## src/rtl/coap_option_stream_parser_assert.svh

```systemverilog
// ----------------------------------------------------------------------------
// CoAP option stream parser assertion macros
// Shared concurrent assertion forms for the parser modules. Defining
// ASSERT_OFF turns every macro into an empty body.
// ----------------------------------------------------------------------------
`ifndef COAP_OPTION_STREAM_PARSER_ASSERT_SVH
`define COAP_OPTION_STREAM_PARSER_ASSERT_SVH
`ifndef ASSERT_OFF
// The expression holds at every clock edge outside reset.
`define ASSERT_ALWAYS(label, ck, rs, expr, msg) \
  label: assert property (@(posedge ck) disable iff (!rs) (expr)) else $error(msg);
// The consequent holds in the same cycle as the antecedent.
`define ASSERT_IMPL(label, ck, rs, ante, cons, msg) \
  label: assert property (@(posedge ck) disable iff (!rs) (ante) |-> (cons)) \
    else $error(msg);
// The consequent holds in the cycle after the antecedent.
`define ASSERT_NEXT(label, ck, rs, ante, cons, msg) \
  label: assert property (@(posedge ck) disable iff (!rs) (ante) |=> (cons)) \
    else $error(msg);
`else
`define ASSERT_ALWAYS(label, ck, rs, expr, msg)
`define ASSERT_IMPL(label, ck, rs, ante, cons, msg)
`define ASSERT_NEXT(label, ck, rs, ante, cons, msg)
`endif
`endif

```

## src/rtl/cosp_pkg.sv

```systemverilog
// ----------------------------------------------------------------------------
// CoAP option stream parser package
// Types, protocol constants and helper functions shared by the parser.
// ----------------------------------------------------------------------------
package cosp_pkg;

  // Width of the running byte position inside a message.
  localparam int unsigned POS_W = 16;

  // Depth of the result queue and its derived widths.
  localparam int unsigned OQ_DEPTH = 4;
  localparam int unsigned OQ_PTR_W = $clog2(OQ_DEPTH);
  localparam int unsigned OQ_CNT_W = $clog2(OQ_DEPTH + 1);

  // Protocol constants.
  localparam logic [7:0]  PAYLOAD_MARKER = 8'hFF;
  localparam logic [3:0]  NIB_EXT1       = 4'd13;
  localparam logic [3:0]  NIB_RSVD       = 4'd15;
  localparam logic [15:0] EXT1_OFS       = 16'd13;
  localparam logic [15:0] EXT2_OFS       = 16'd269;
  localparam logic [3:0]  TKL_MAX        = 4'd8;
  localparam logic [POS_W-1:0] HDR_LAST_POS = POS_W'(3);

  // Result kinds.
  localparam logic [1:0] RK_OPTION = 2'd0;
  localparam logic [1:0] RK_OK     = 2'd1;
  localparam logic [1:0] RK_ERROR  = 2'd2;

  // Error codes.
  localparam logic [2:0] ERR_NONE     = 3'd0;
  localparam logic [2:0] ERR_SHORT    = 3'd1;
  localparam logic [2:0] ERR_TKL      = 3'd2;
  localparam logic [2:0] ERR_RESERVED = 3'd3;
  localparam logic [2:0] ERR_TRUNC    = 3'd4;

  // Parse phases, one-hot.
  typedef enum logic [9:0] {
    PH_HEADER       = 10'b00_0000_0001,
    PH_TOKEN        = 10'b00_0000_0010,
    PH_OPTION       = 10'b00_0000_0100,
    PH_DELTA_EXT    = 10'b00_0000_1000,
    PH_DELTA_EXT_LO = 10'b00_0001_0000,
    PH_LEN_EXT      = 10'b00_0010_0000,
    PH_LEN_EXT_LO   = 10'b00_0100_0000,
    PH_VALUE        = 10'b00_1000_0000,
    PH_PAYLOAD      = 10'b01_0000_0000,
    PH_ERROR        = 10'b10_0000_0000
  } phase_t;

  // Complete parser state carried from one byte to the next.
  typedef struct packed {
    phase_t           phase;
    logic [POS_W-1:0] pos;
    logic [3:0]       tok;
    logic [15:0]      acc;
    logic [3:0]       dnib;
    logic [3:0]       lnib;
    logic [7:0]       ext_hi;
    logic [15:0]      clen;
    logic [POS_W-1:0] cvs;
    logic [15:0]      left;
    logic [2:0]       err;
    logic [POS_W-1:0] pbeg;
  } state_t;

  // One result item.
  typedef struct packed {
    logic [1:0]  kind;
    logic [2:0]  err;
    logic [15:0] num;
    logic [15:0] len;
    logic [15:0] voff;
    logic [15:0] poff;
    logic        last;
  } res_t;

  // State at reset and after every message end.
  function automatic state_t st_reset();
    state_t s;
    s        = '0;
    s.phase  = PH_HEADER;
    return s;
  endfunction

  // Low 16 bits of a position, zero-extended when positions are narrower.
  function automatic logic [15:0] pos_out(logic [POS_W-1:0] p);
    logic [31:0] w;
    w = 32'(p);
    return w[15:0];
  endfunction

endpackage

```

## src/rtl/cosp_step.sv

```systemverilog
// ----------------------------------------------------------------------------
// CoAP option stream parser byte step
// Decodes one message byte against the current parser state and produces
// the next state, an optional option result and an optional final result.
// ----------------------------------------------------------------------------
module cosp_step
  import cosp_pkg::*;
(
  input  state_t     st,
  input  logic [7:0] data_byte,
  input  logic       last_byte,
  output state_t     st_nxt,
  output logic       opt_valid,
  output res_t       opt_res,
  output logic       fin_valid,
  output res_t       fin_res
);

  state_t           nx;
  logic             marker_now;
  logic             do_after_delta;
  logic             do_begin;
  logic [15:0]      len_new;
  logic [POS_W-1:0] pos_inc;
  logic [2:0]       fin_err;
  logic [POS_W-1:0] fin_poff;

  assign pos_inc = st.pos + POS_W'(1);

  always_comb begin
    nx             = st;
    marker_now     = 1'b0;
    do_after_delta = 1'b0;
    do_begin       = 1'b0;
    len_new        = '0;
    opt_valid      = 1'b0;
    opt_res        = '0;
    fin_valid      = 1'b0;
    fin_res        = '0;
    fin_err        = ERR_NONE;
    fin_poff       = '0;

    // Per-phase decode of the incoming byte.
    unique case (st.phase) inside
      PH_HEADER: begin
        if (st.pos == '0) begin
          nx.tok = data_byte[3:0];
        end
        if (st.pos >= HDR_LAST_POS) begin
          if (st.tok > TKL_MAX) begin
            nx.err   = ERR_TKL;
            nx.phase = PH_ERROR;
          end else if (st.tok == 4'd0) begin
            nx.phase = PH_OPTION;
          end else begin
            nx.phase = PH_TOKEN;
          end
        end
      end
      PH_TOKEN: begin
        nx.tok = st.tok - 4'd1;
        if (nx.tok == 4'd0) begin
          nx.phase = PH_OPTION;
        end
      end
      PH_OPTION: begin
        if (data_byte == PAYLOAD_MARKER) begin
          nx.pbeg    = pos_inc;
          nx.phase   = PH_PAYLOAD;
          marker_now = 1'b1;
        end else begin
          nx.dnib = data_byte[7:4];
          nx.lnib = data_byte[3:0];
          if (nx.dnib == NIB_RSVD || nx.lnib == NIB_RSVD) begin
            nx.err   = ERR_RESERVED;
            nx.phase = PH_ERROR;
          end else if (nx.dnib < NIB_EXT1) begin
            nx.acc         = st.acc + {12'd0, nx.dnib};
            do_after_delta = 1'b1;
          end else begin
            nx.phase = PH_DELTA_EXT;
          end
        end
      end
      PH_DELTA_EXT: begin
        if (st.dnib == NIB_EXT1) begin
          nx.acc         = st.acc + {8'd0, data_byte} + EXT1_OFS;
          do_after_delta = 1'b1;
        end else begin
          nx.ext_hi = data_byte;
          nx.phase  = PH_DELTA_EXT_LO;
        end
      end
      PH_DELTA_EXT_LO: begin
        nx.acc         = st.acc + {st.ext_hi, data_byte} + EXT2_OFS;
        do_after_delta = 1'b1;
      end
      PH_LEN_EXT: begin
        if (st.lnib == NIB_EXT1) begin
          len_new  = {8'd0, data_byte} + EXT1_OFS;
          do_begin = 1'b1;
        end else begin
          nx.ext_hi = data_byte;
          nx.phase  = PH_LEN_EXT_LO;
        end
      end
      PH_LEN_EXT_LO: begin
        len_new  = {st.ext_hi, data_byte} + EXT2_OFS;
        do_begin = 1'b1;
      end
      PH_VALUE: begin
        nx.left = st.left - 16'd1;
        if (nx.left == 16'd0) begin
          opt_valid    = 1'b1;
          opt_res.kind = RK_OPTION;
          opt_res.num  = st.acc;
          opt_res.len  = st.clen;
          opt_res.voff = pos_out(st.cvs);
          nx.phase     = PH_OPTION;
        end
      end
      PH_PAYLOAD, PH_ERROR: begin
      end
      default: begin
      end
    endcase

    // Delta is complete: take the length nibble or wait for its extension.
    if (do_after_delta) begin
      if (st.phase == PH_OPTION ? (nx.lnib < NIB_EXT1) : (st.lnib < NIB_EXT1)) begin
        len_new  = {12'd0, nx.lnib};
        do_begin = 1'b1;
      end else begin
        nx.phase = PH_LEN_EXT;
      end
    end

    // Length is known: a zero-length value completes the option at once.
    if (do_begin) begin
      nx.clen = len_new;
      nx.cvs  = pos_inc;
      if (len_new == 16'd0) begin
        opt_valid    = 1'b1;
        opt_res.kind = RK_OPTION;
        opt_res.num  = nx.acc;
        opt_res.len  = 16'd0;
        opt_res.voff = pos_out(pos_inc);
        nx.phase     = PH_OPTION;
      end else begin
        nx.left  = len_new;
        nx.phase = PH_VALUE;
      end
    end

    nx.pos = pos_inc;

    // Final result on the last byte of a message, then back to reset state.
    if (last_byte) begin
      case (nx.phase) inside
        PH_HEADER, PH_TOKEN: fin_err = ERR_SHORT;
        PH_OPTION:           fin_err = ERR_NONE;
        PH_PAYLOAD:          fin_poff = marker_now ? '0 : nx.pbeg;
        PH_ERROR:            fin_err = nx.err;
        default:             fin_err = ERR_TRUNC;
      endcase
      fin_valid    = 1'b1;
      fin_res.kind = (fin_err != ERR_NONE) ? RK_ERROR : RK_OK;
      fin_res.err  = fin_err;
      fin_res.poff = pos_out(fin_poff);
      fin_res.last = 1'b1;
      nx           = st_reset();
    end
    opt_res.last = opt_valid & ~last_byte;
  end

  assign st_nxt = nx;

endmodule

```

## src/rtl/cosp_outq.sv

```systemverilog
// ----------------------------------------------------------------------------
// CoAP option stream parser result queue
// Small register queue that takes up to two results per cycle and hands
// them out one per transfer on the result channel.
// ----------------------------------------------------------------------------
`include "coap_option_stream_parser_assert.svh"

module cosp_outq
  import cosp_pkg::*;
(
  input  logic       clk,
  input  logic       rst_n,
  input  logic [1:0] push_n,
  input  res_t       push0,
  input  res_t       push1,
  output logic       space_ok,
  input  logic       pop_ready,
  output logic       pop_valid,
  output res_t       pop_res
);

  res_t                mem_r [OQ_DEPTH];
  logic [OQ_PTR_W-1:0] wr_r;
  logic [OQ_PTR_W-1:0] wr_nxt;
  logic [OQ_PTR_W-1:0] rd_r;
  logic [OQ_PTR_W-1:0] rd_nxt;
  logic [OQ_CNT_W-1:0] cnt_r;
  logic [OQ_CNT_W-1:0] cnt_nxt;
  logic [OQ_PTR_W-1:0] wr_plus1;
  logic                pop;

  assign pop       = pop_valid & pop_ready;
  assign pop_valid = (cnt_r != '0);
  assign pop_res   = mem_r[rd_r];
  assign space_ok  = (cnt_r <= OQ_CNT_W'(OQ_DEPTH - 2));
  assign wr_plus1  = wr_r + OQ_PTR_W'(1);

  // Pointer and occupancy update.
  always_comb begin
    wr_nxt  = wr_r + OQ_PTR_W'(push_n);
    rd_nxt  = pop ? rd_r + OQ_PTR_W'(1) : rd_r;
    cnt_nxt = cnt_r + OQ_CNT_W'(push_n) - OQ_CNT_W'(pop);
  end

  always_ff @(posedge clk) begin
    if (!rst_n) begin
      wr_r  <= '0;
      rd_r  <= '0;
      cnt_r <= '0;
    end else begin
      wr_r  <= wr_nxt;
      rd_r  <= rd_nxt;
      cnt_r <= cnt_nxt;
    end
  end

  // Result storage.
  always_ff @(posedge clk) begin
    if (push_n != 2'd0) begin
      mem_r[wr_r] <= push0;
    end
    if (push_n == 2'd2) begin
      mem_r[wr_plus1] <= push1;
    end
  end

  `ASSERT_ALWAYS(a_cnt_bound, clk, rst_n, cnt_r <= OQ_CNT_W'(OQ_DEPTH), "queue overfilled")
  `ASSERT_IMPL(a_push_room, clk, rst_n, push_n != 2'd0, space_ok, "push without room")
  `ASSERT_NEXT(a_cnt_two, clk, rst_n, push_n == 2'd2 && !pop, cnt_r == $past(cnt_r) + OQ_CNT_W'(2), "double push not counted")

endmodule

```

## src/rtl/coap_option_stream_parser.sv

```systemverilog
// A result is queued on its byte's transfer and is on the out_ ports once all
// results queued ahead of it have left. Throughput: one byte per cycle while
// in_ready is high. A byte that completes an option and ends the message gives
// two results, so in_ready is high while the 4-entry queue has room for two.
// Reset (rst_n low, synchronous) returns the parser to the header phase and
// empties the result queue; the parser also returns there after every last byte.
// ----------------------------------------------------------------------------
// CoAP option stream parser
// Parses a CoAP message one byte per transfer: fixed header, token, options
// with extended delta and length, payload marker; reports each option and
// the end of the message.
// ----------------------------------------------------------------------------
`include "coap_option_stream_parser_assert.svh"

module coap_option_stream_parser
  import cosp_pkg::*;
(
  input  logic        clk,
  input  logic        rst_n,
  input  logic        in_valid,
  output logic        in_ready,
  input  logic [7:0]  in_data_byte,
  input  logic        in_last_byte,
  output logic        out_valid,
  input  logic        out_ready,
  output logic [1:0]  out_result_kind,
  output logic [2:0]  out_error_code,
  output logic [15:0] out_option_number,
  output logic [15:0] out_option_length,
  output logic [15:0] out_value_offset,
  output logic [15:0] out_payload_offset,
  output logic        out_last_of_run
);

  state_t     state_r;
  state_t     state_nxt;
  logic       opt_valid;
  res_t       opt_res;
  logic       fin_valid;
  res_t       fin_res;
  logic       in_xfer;
  logic [1:0] push_n;
  res_t       push0;
  res_t       q_res;

  assign in_xfer = in_valid & in_ready;

  // Byte decode.
  cosp_step u_step (
    .st        (state_r),
    .data_byte (in_data_byte),
    .last_byte (in_last_byte),
    .st_nxt    (state_nxt),
    .opt_valid (opt_valid),
    .opt_res   (opt_res),
    .fin_valid (fin_valid),
    .fin_res   (fin_res)
  );

  // Parser state advances on every input transfer.
  always_ff @(posedge clk) begin
    if (!rst_n) begin
      state_r <= st_reset();
    end else if (in_xfer) begin
      state_r <= state_nxt;
    end
  end

  // The option result goes ahead of the final result.
  assign push_n = in_xfer ? (2'(opt_valid) + 2'(fin_valid)) : 2'd0;
  assign push0  = opt_valid ? opt_res : fin_res;

  cosp_outq u_outq (
    .clk       (clk),
    .rst_n     (rst_n),
    .push_n    (push_n),
    .push0     (push0),
    .push1     (fin_res),
    .space_ok  (in_ready),
    .pop_ready (out_ready),
    .pop_valid (out_valid),
    .pop_res   (q_res)
  );

  assign out_result_kind    = q_res.kind;
  assign out_error_code     = q_res.err;
  assign out_option_number  = q_res.num;
  assign out_option_length  = q_res.len;
  assign out_value_offset   = q_res.voff;
  assign out_payload_offset = q_res.poff;
  assign out_last_of_run    = q_res.last;

  `ASSERT_NEXT(a_last_resets, clk, rst_n, in_xfer && in_last_byte, state_r.phase == PH_HEADER && state_r.pos == '0, "no return to header after last byte")
  `ASSERT_IMPL(a_err_phase, clk, rst_n, state_r.err != ERR_NONE, state_r.phase == PH_ERROR, "error latched outside error phase")
  `ASSERT_IMPL(a_token_left, clk, rst_n, state_r.phase == PH_TOKEN, state_r.tok != 4'd0, "token phase with nothing to skip")

endmodule
```

## config.mk

```make
export PLATFORM = sky130hd
export DESIGN_NAME = coap_option_stream_parser
export DESIGN_NICKNAME = d
export VERILOG_FILES = /design/src/rtl/cosp_pkg.sv /design/src/rtl/cosp_step.sv /design/src/rtl/cosp_outq.sv /design/src/rtl/coap_option_stream_parser.sv
export VERILOG_INCLUDE_DIRS = /design/src /design/src/rtl
export SDC_FILE = /design/constraint.sdc
export NUM_CORES = 1
export LEC_CHECK = 0
export BUFFER_PORTS_ARGS = -buffer_cell sky130_fd_sc_hd__buf_2
export CORE_ASPECT_RATIO = 0.5
export CORE_MARGIN = 4
export CORE_UTILIZATION = 30
export CTS_CLUSTER_DIAMETER = 50
export CTS_CLUSTER_SIZE = 8
export DETAILED_ROUTE_END_ITERATION = 6
export PLACE_DENSITY_LB_ADDON = 0.12
export SYNTH_ARGS = -nofsm -noshare
export SYNTH_HDL_FRONTEND = slang
export SYNTH_SLANG_ARGS = --single-unit
```

## constraint.sdc

```tcl
create_clock -name clk -period 10.16 [get_ports clk]
set_input_delay 1.524 -clock clk [delete_from_list [all_inputs] [get_ports clk]]
set_output_delay 1.524 -clock clk [all_outputs]
set_load 0.01 [all_outputs]
```

==> flow_summary.toml, run 1 <==
[outcome]
status = "completed"

[worst_setup_path]
arrival_ps = 7870
cp_max_fo = 96
required_ps = 10530
critical-path-top-delay-family = "simple AND/OR/NAND/NOR gates"
crit_slowest_cell = "or3_4"
cp-start-kind = "input port"
end_kind = "flip-flop"
r2r-end = "u_outq.mem_r[2][12]"
r2r_setup_slack_ps = 2990
reg2reg_depth = 13
crit_chain = "buf_2 > ha_1 > a31oi_1 > a211oi_1 > nor2_1 > a32o_1 > nor4_4 > nor2_1 > inv_1 > ha_1 > o21ai_0 > or3_4 > nand2_1 > buf_4"
path_class = "input port to flip-flop"
cpPeakStageDelay_ps = 910
r2r_start = "state_r[123]"
crit_buf_inv = 3

[floorplanning]
die_h_um = 197
fp-row-count = 68
ios = 85
core_region_area_mm2 = 0.0697
die_w_um = 385
start_util = 0.306
die_area_mm2 = 0.0757

[flow_run]
drv_cap = 0

[logic_synthesis]
synth-edff-count = 88
syn_nets = 2331
ys_types = 89
synth.area.top_cells = "dfxtp_1, edfxtp_1, mux4_2"
async_reset_ff_frac = 0
ys_seq_area_frac = 0.433
yosysMostFrequentCell = "dfxtp_1"
postSynthAreaPerCell_um2 = 9.40
yosysTopAreaCellShare = 0.310
yosysWarnings = 0
syn_area_mm2 = 0.0213
synthFlopType = "dfxtp_1"
synth-seq-cells = 418
syn_inst = 2269
synth_largest_area_cell = "dfxtp_1"
yosys-top-cells-count = "dfxtp_1, o21ai_0, nand3_1, clkbuf_1, nand2_1"

[clocking]
clock-root-buffer = "clkbuf_16"
h-tree-depth = 2
cts.repair.resized = 0
postCtsSetupBuffers = 0
cts_buffer_depth = 3
cts_tree = "yes"
clk_latency_ps = 630
clkTransAtPathRegs_ps = 50
hold_buffers = 0
numCtsBuffers = 60
clock-sinks = 418

[timing]
period_minus_slack_ps = 7500
fmax_mhz = 133
rsz0062_at_grt = "false"
skew_ps = 30.5
worst_pin_slew_ps = 1140
setup_viol = 0
post-route-period-util = 0.738
slew_violations = 0
relSlewSlack = 0.231
setup_tns_ps = 0
finalHoldViolations = 0

[hold_path]
hold_class = "flip-flop to flip-flop"
min_delay_path_depth = 2
worstHoldEndpoint = "u_outq.mem_r[1][60]"
hp-start = "u_outq.mem_r[1][60]"

[routing]
drc = 0
drt_pass1_iterations = 5
wire_per_inst_um = 22.1
routed_wl_mm = 71.4
antenna_left = 0
vias_per_cell = 5.38
num_vias = 17400
first_iter_violations = 1392

[power]
vdd_ir_drop_max_v = 0.000141
power_density_mw_per_mm2 = 172
leakage_nw = 8.19

[global_route]
antenna_found_initial = 1
grt.total_usage = 0.185
grt_pass1_wl_mm = 108
grt_max_degree = 97
grt_pass1_vias = 16600
overflow = 0

[layout]
final_area_mm2 = 0.0242
final_net_count = 2315
diodes = 0
syn_to_final_growth_pct = 13.6
drive_gt1_frac = 0.132

[placement]
hpwl_mm = 47.2
port_buffers = 84
dpl_cell_area_mm2 = 0.0225
place_congestion = 0.836
## flip-flops by register name (all words and copies together), names as in the netlist, named ones only
| register | flops |
|---|---|
| u_outq.mem_r | 280 |
| u_outq.rd_r | 2 |
| u_outq.cnt_r | 3 |
| state_r | 129 |
| u_outq.wr_r | 2 |
## final cells by class
cell class	instances	area [µm²]
fillers	7123	45400
multi-input cells	1624	11300
flip-flops and latches	418	9260
clock buffers	85	1650
well taps	945	1180
repair buffers	114	648
inverters	35	131
clock inverters	5	111
## through the flow
| stage | setup WS [ps] | hold slack, ps | total power [mW] | instances | utilization |
|---|---|---|---|---|---|
| final | 2660 | 447 | 4.16 | 3226 | 0.348 |
| after global routing | 2200 | 473 | 4.34 | 3226 | 0.348 |
| after global placement | 2260 | 440 | 2.31 | 3136 | 0.323 |
| after detailed placement | 2100 | 441 | 2.31 | 3136 | 0.323 |
| after CTS | 2730 | 448 | 4.23 | 3226 | 0.348 |
| after floorplan | 4310 | 426 | 2.12 | 2269 | - |
## where the power goes
group,leakage (nW),switching [mW],total (mW),internal [mW]
clock,0.849,0.743,1.90,1.15
sequential,3.46,0.0507,1.77,1.72
combinational,3.89,0.310,0.494,0.184
total,8.19,1.10,4.16,3.06
## worst max path at each step
stage,from,endpoint,cells after the start
6_report,in_data_byte[0],u_outq.mem_r[2][12],14
3_3_place_gp,in_data_byte[0],u_outq.mem_r[2][9],14
2_1_floorplan,in_data_byte[5],u_outq.mem_r[0][0],17
4_1_cts,in_data_byte[0],u_outq.mem_r[2][12],14
5_1_grt,in_data_byte[0],u_outq.mem_r[2][12],14
3_5_place_dp,in_data_byte[0],u_outq.mem_r[2][9],14
## metal layers
| layer | vias up | routed length [µm] | track usage |
|---|---|---|---|
| met2 | 338 | 31500 | 0.284 |
| met3 | 72 | 3360 | 0.0319 |
| met5 | - | 13 | 0 |
| met1 | 8553 | 35400 | 0.273 |
| li1 | 8396 | - | - |
| met4 | 2 | 1060 | 0.0375 |
## worst reg2reg max path, delay by kind of cell (launching register included)
family | cells | cell delay, ps
AOI/OAI and AO/OA | 3 | 1180
adders and majority gates | 1 | 400
buffers and inverters | 2 | 530
DFF | 1 | 440
and+or+nand+nor | 7 | 4350
## placed cells by master, fill, tap and decap left out, drive strengths merged, types with 9 or more instances in the layout
cell    instances
a211oi         23
or3            13
xnor2          31
ha             46
o21a           15
a22oi         128
edfxtp         88
and2           28
o21ai         266
and3           18
dfxtp         330
nand3         217
nor3b          71
o31a            9
mux4           70
nand2         143
a31oi          11
clkbuf         85
nand2b         18
buf           114
inv            35
a21o            9
nor4           24
xor2           22
or4            10
o31ai           9
a21oi          37
nor2          102
nor3           39
nor2b         107
nand4          23
a21boi         22
## kinds of logic (layout without fill, tap and decap cells)
logic type / Yosys count / count (layout) / synth area share
simple gates: 853 / 853 / 0.218
compound gates: 593 / 593 / 0.178
flops: 418 / 418 / 0.433
buf+inv: 227 / 239 / 0.0418
mux: 76 / 76 / 0.0769
xor+xnor: 53 / 53 / 0.0218
fa+ha+maj: 49 / 49 / 0.0298
Note: power is estimated with default switching activity, not from simulation.
==> run 2, diff against run 1 <==
clock period = 6.8 ns   (was 10.16 ns; I/O delays follow)
==> flow_summary.toml, run 2 (synthesis gave the netlist of run 1 again) <==
[outcome]
status = "completed"

[worst_setup_path]
cp-start-kind = "flip-flop"
arrival_ps = 6040
end_kind = "flip-flop"
required_ps = 7110
crit_chain = "or4b_2 > or3_1 > nor2_4 > mux2_2 > a32o_1 > nor4_4 > nor2_1 > inv_1 > ha_1 > o21ai_0 > nor2_1 > and2_1 > a21boi_2 > buf_4 > nor3b_1"
r2r_setup_slack_ps = 1070
cp_max_fo = 21
path_class = "flip-flop to flip-flop"
crit_top_cell = "nor2_1"
crit_slowest_cell = "or4b_2"
cpPeakStageDelay_ps = 680

[placement]
hpwl_mm = 46.2
port_buffers = 84
place_congestion = 0.853

[timing]
relSlewSlack = 0.229
setup_viol = 0
setup_tns_ps = 0
finalHoldViolations = 0
worst_pin_slew_ps = 1150
skew_ps = 20.7
post-route-period-util = 0.842
slew_violations = 0
rsz0062_at_grt = "false"
period_minus_slack_ps = 5730
fmax_mhz = 175

[clocking]
cts.repair.resized = 0
clock-root-buffer = "clkbuf_16"
cts_buffer_depth = 3
hold_buffers = 0
cts_tree = "yes"
h-tree-depth = 2
numCtsBuffers = 61
clock-sinks = 418
clkTransAtPathRegs_ps = 50
clk_latency_ps = 610
postCtsSetupBuffers = 0

[floorplanning]
fp-row-count = 68
die_h_um = 197
die_area_mm2 = 0.0757
core_region_area_mm2 = 0.0697
die_w_um = 385
start_util = 0.306
ios = 85

[routing]
antenna_left = 0
vias_per_cell = 5.45
num_vias = 17700
wire_per_inst_um = 21.7
first_iter_violations = 1330
drt_pass1_iterations = 5
drc = 0
routed_wl_mm = 70.3

[power]
sequentialPowerShare = 0.425
leakage_nw = 8.26
power_density_mw_per_mm2 = 257
total_power_mw = 6.26
swShare = 0.265
vdd_ir_drop_max_v = 0.000185
clkPwrFrac = 0.459
intPower_mw = 4.60
power.switching_mw = 1.66
combPwrFrac = 0.116

[layout]
diodes = 0
seq_area_mm2 = 0.00926
largestRegisters = "u_outq.mem_r: 280 flops, state_r: 129 flops, u_outq.cnt_r: 3 flops"
syn_to_final_growth_pct = 14.3
multi_input_area_mm2 = 0.0112
final_net_count = 2330
largest_reg_flops = 280
layout_commonest_cell = "dfxtp_1"
n_fill_cell = 7109
drive_gt1_frac = 0.138
top_register = "u_outq.mem_r"
final_cell_mix = "dfxtp_1, o21ai_0, nand3_1"

[hold_path]
hold_class = "flip-flop to flip-flop"

[flow_run]
drv_cap = 0

[global_route]
antenna_found_initial = 1
overflow = 0
grt_pass1_wl_mm = 108
grt.total_usage = 0.183
grt_max_degree = 107
grt_pass1_vias = 17100
==> run 2: changes by cell type in the layout (fill, tap and decap cells not counted), moves of 3 or more <==
cell / before / now
a21boi_4: 3 / 0
buf_4: 31 / 42
buf_12: 0 / 3
a21boi_2: 1 / 4
==> run 2: layout make-up <==
| cell class | count | area share |
|---|---|---|
| Multi-Input combinational cell | 1624 | 0.461 |
| Inverter | 35 | 0.00539 |
| Sequential cell | 418 | 0.380 |
| Clock buffer | 85 | 0.0684 |
| Tap cell | 945 | 0.0485 |
| Timing Repair Buffer | 128 | 0.0324 |
| Clock inverter | 7 | 0.00482 |
==> run 2: worst max-delay path, delay by kind of cell (launching register included) <==
kind | cells | cell delay, ps
and+or+nand+nor | 8 | 2700
AOI/OAI and AO/OA | 3 | 1080
DFF | 1 | 520
muxes | 1 | 410
buffers and inverters | 2 | 400
adders and majority gates | 1 | 290
==> run 2: power by group through the flow <==
stage	Clock, mW	Combinational, mW	Sequential [mW]
floorplan	0	0.540	2.63
global placement	0	0.736	2.72
detailed placement	0	0.735	2.72
CTS	2.96	0.738	2.67
global route	3.07	0.787	2.68
finish	2.87	0.725	2.66
==> run 2: per-stage QoR <==
step | cells | cell area, µm² | worst slack (ps) | hold slack, ps | utilization
after global routing | 3242 | 24400 | 717 | 463 | 0.350
after global placement | 3150 | 22600 | 941 | 441 | 0.324
after CTS | 3242 | 24400 | 1130 | 454 | 0.350
final | 3242 | 24400 | 1070 | 449 | 0.350
after detailed placement | 3150 | 22600 | 856 | 447 | 0.324
after floorplan | 2269 | 21300 | 1460 | 426 | -
==> run 2: path summary, 6_finish.rpt <==
kind                                     startpoint                   to  cells past startpoint
worst max-delay path                   state_r[121]  u_outq.mem_r[1][16]                     15
worst min-delay path            u_outq.mem_r[3][60]  u_outq.mem_r[3][60]                      2
worst max register to register         state_r[121]  u_outq.mem_r[1][16]                     15
worst min register to register  u_outq.mem_r[3][60]  u_outq.mem_r[3][60]                      2
==> run 2: layer usage <==
| metal | track usage | part of all wire | vias to the layer above |
|---|---|---|---|
| li1 | - | - | 8436 |
| met1 | 0.266 | 0.49 | 8715 |
| met2 | 0.283 | 0.44 | 408 |
| met3 | 0.0315 | 0.051 | 100 |
| met4 | 0.0429 | 0.021 | 0 |
| met5 | 0 | 0 | - |
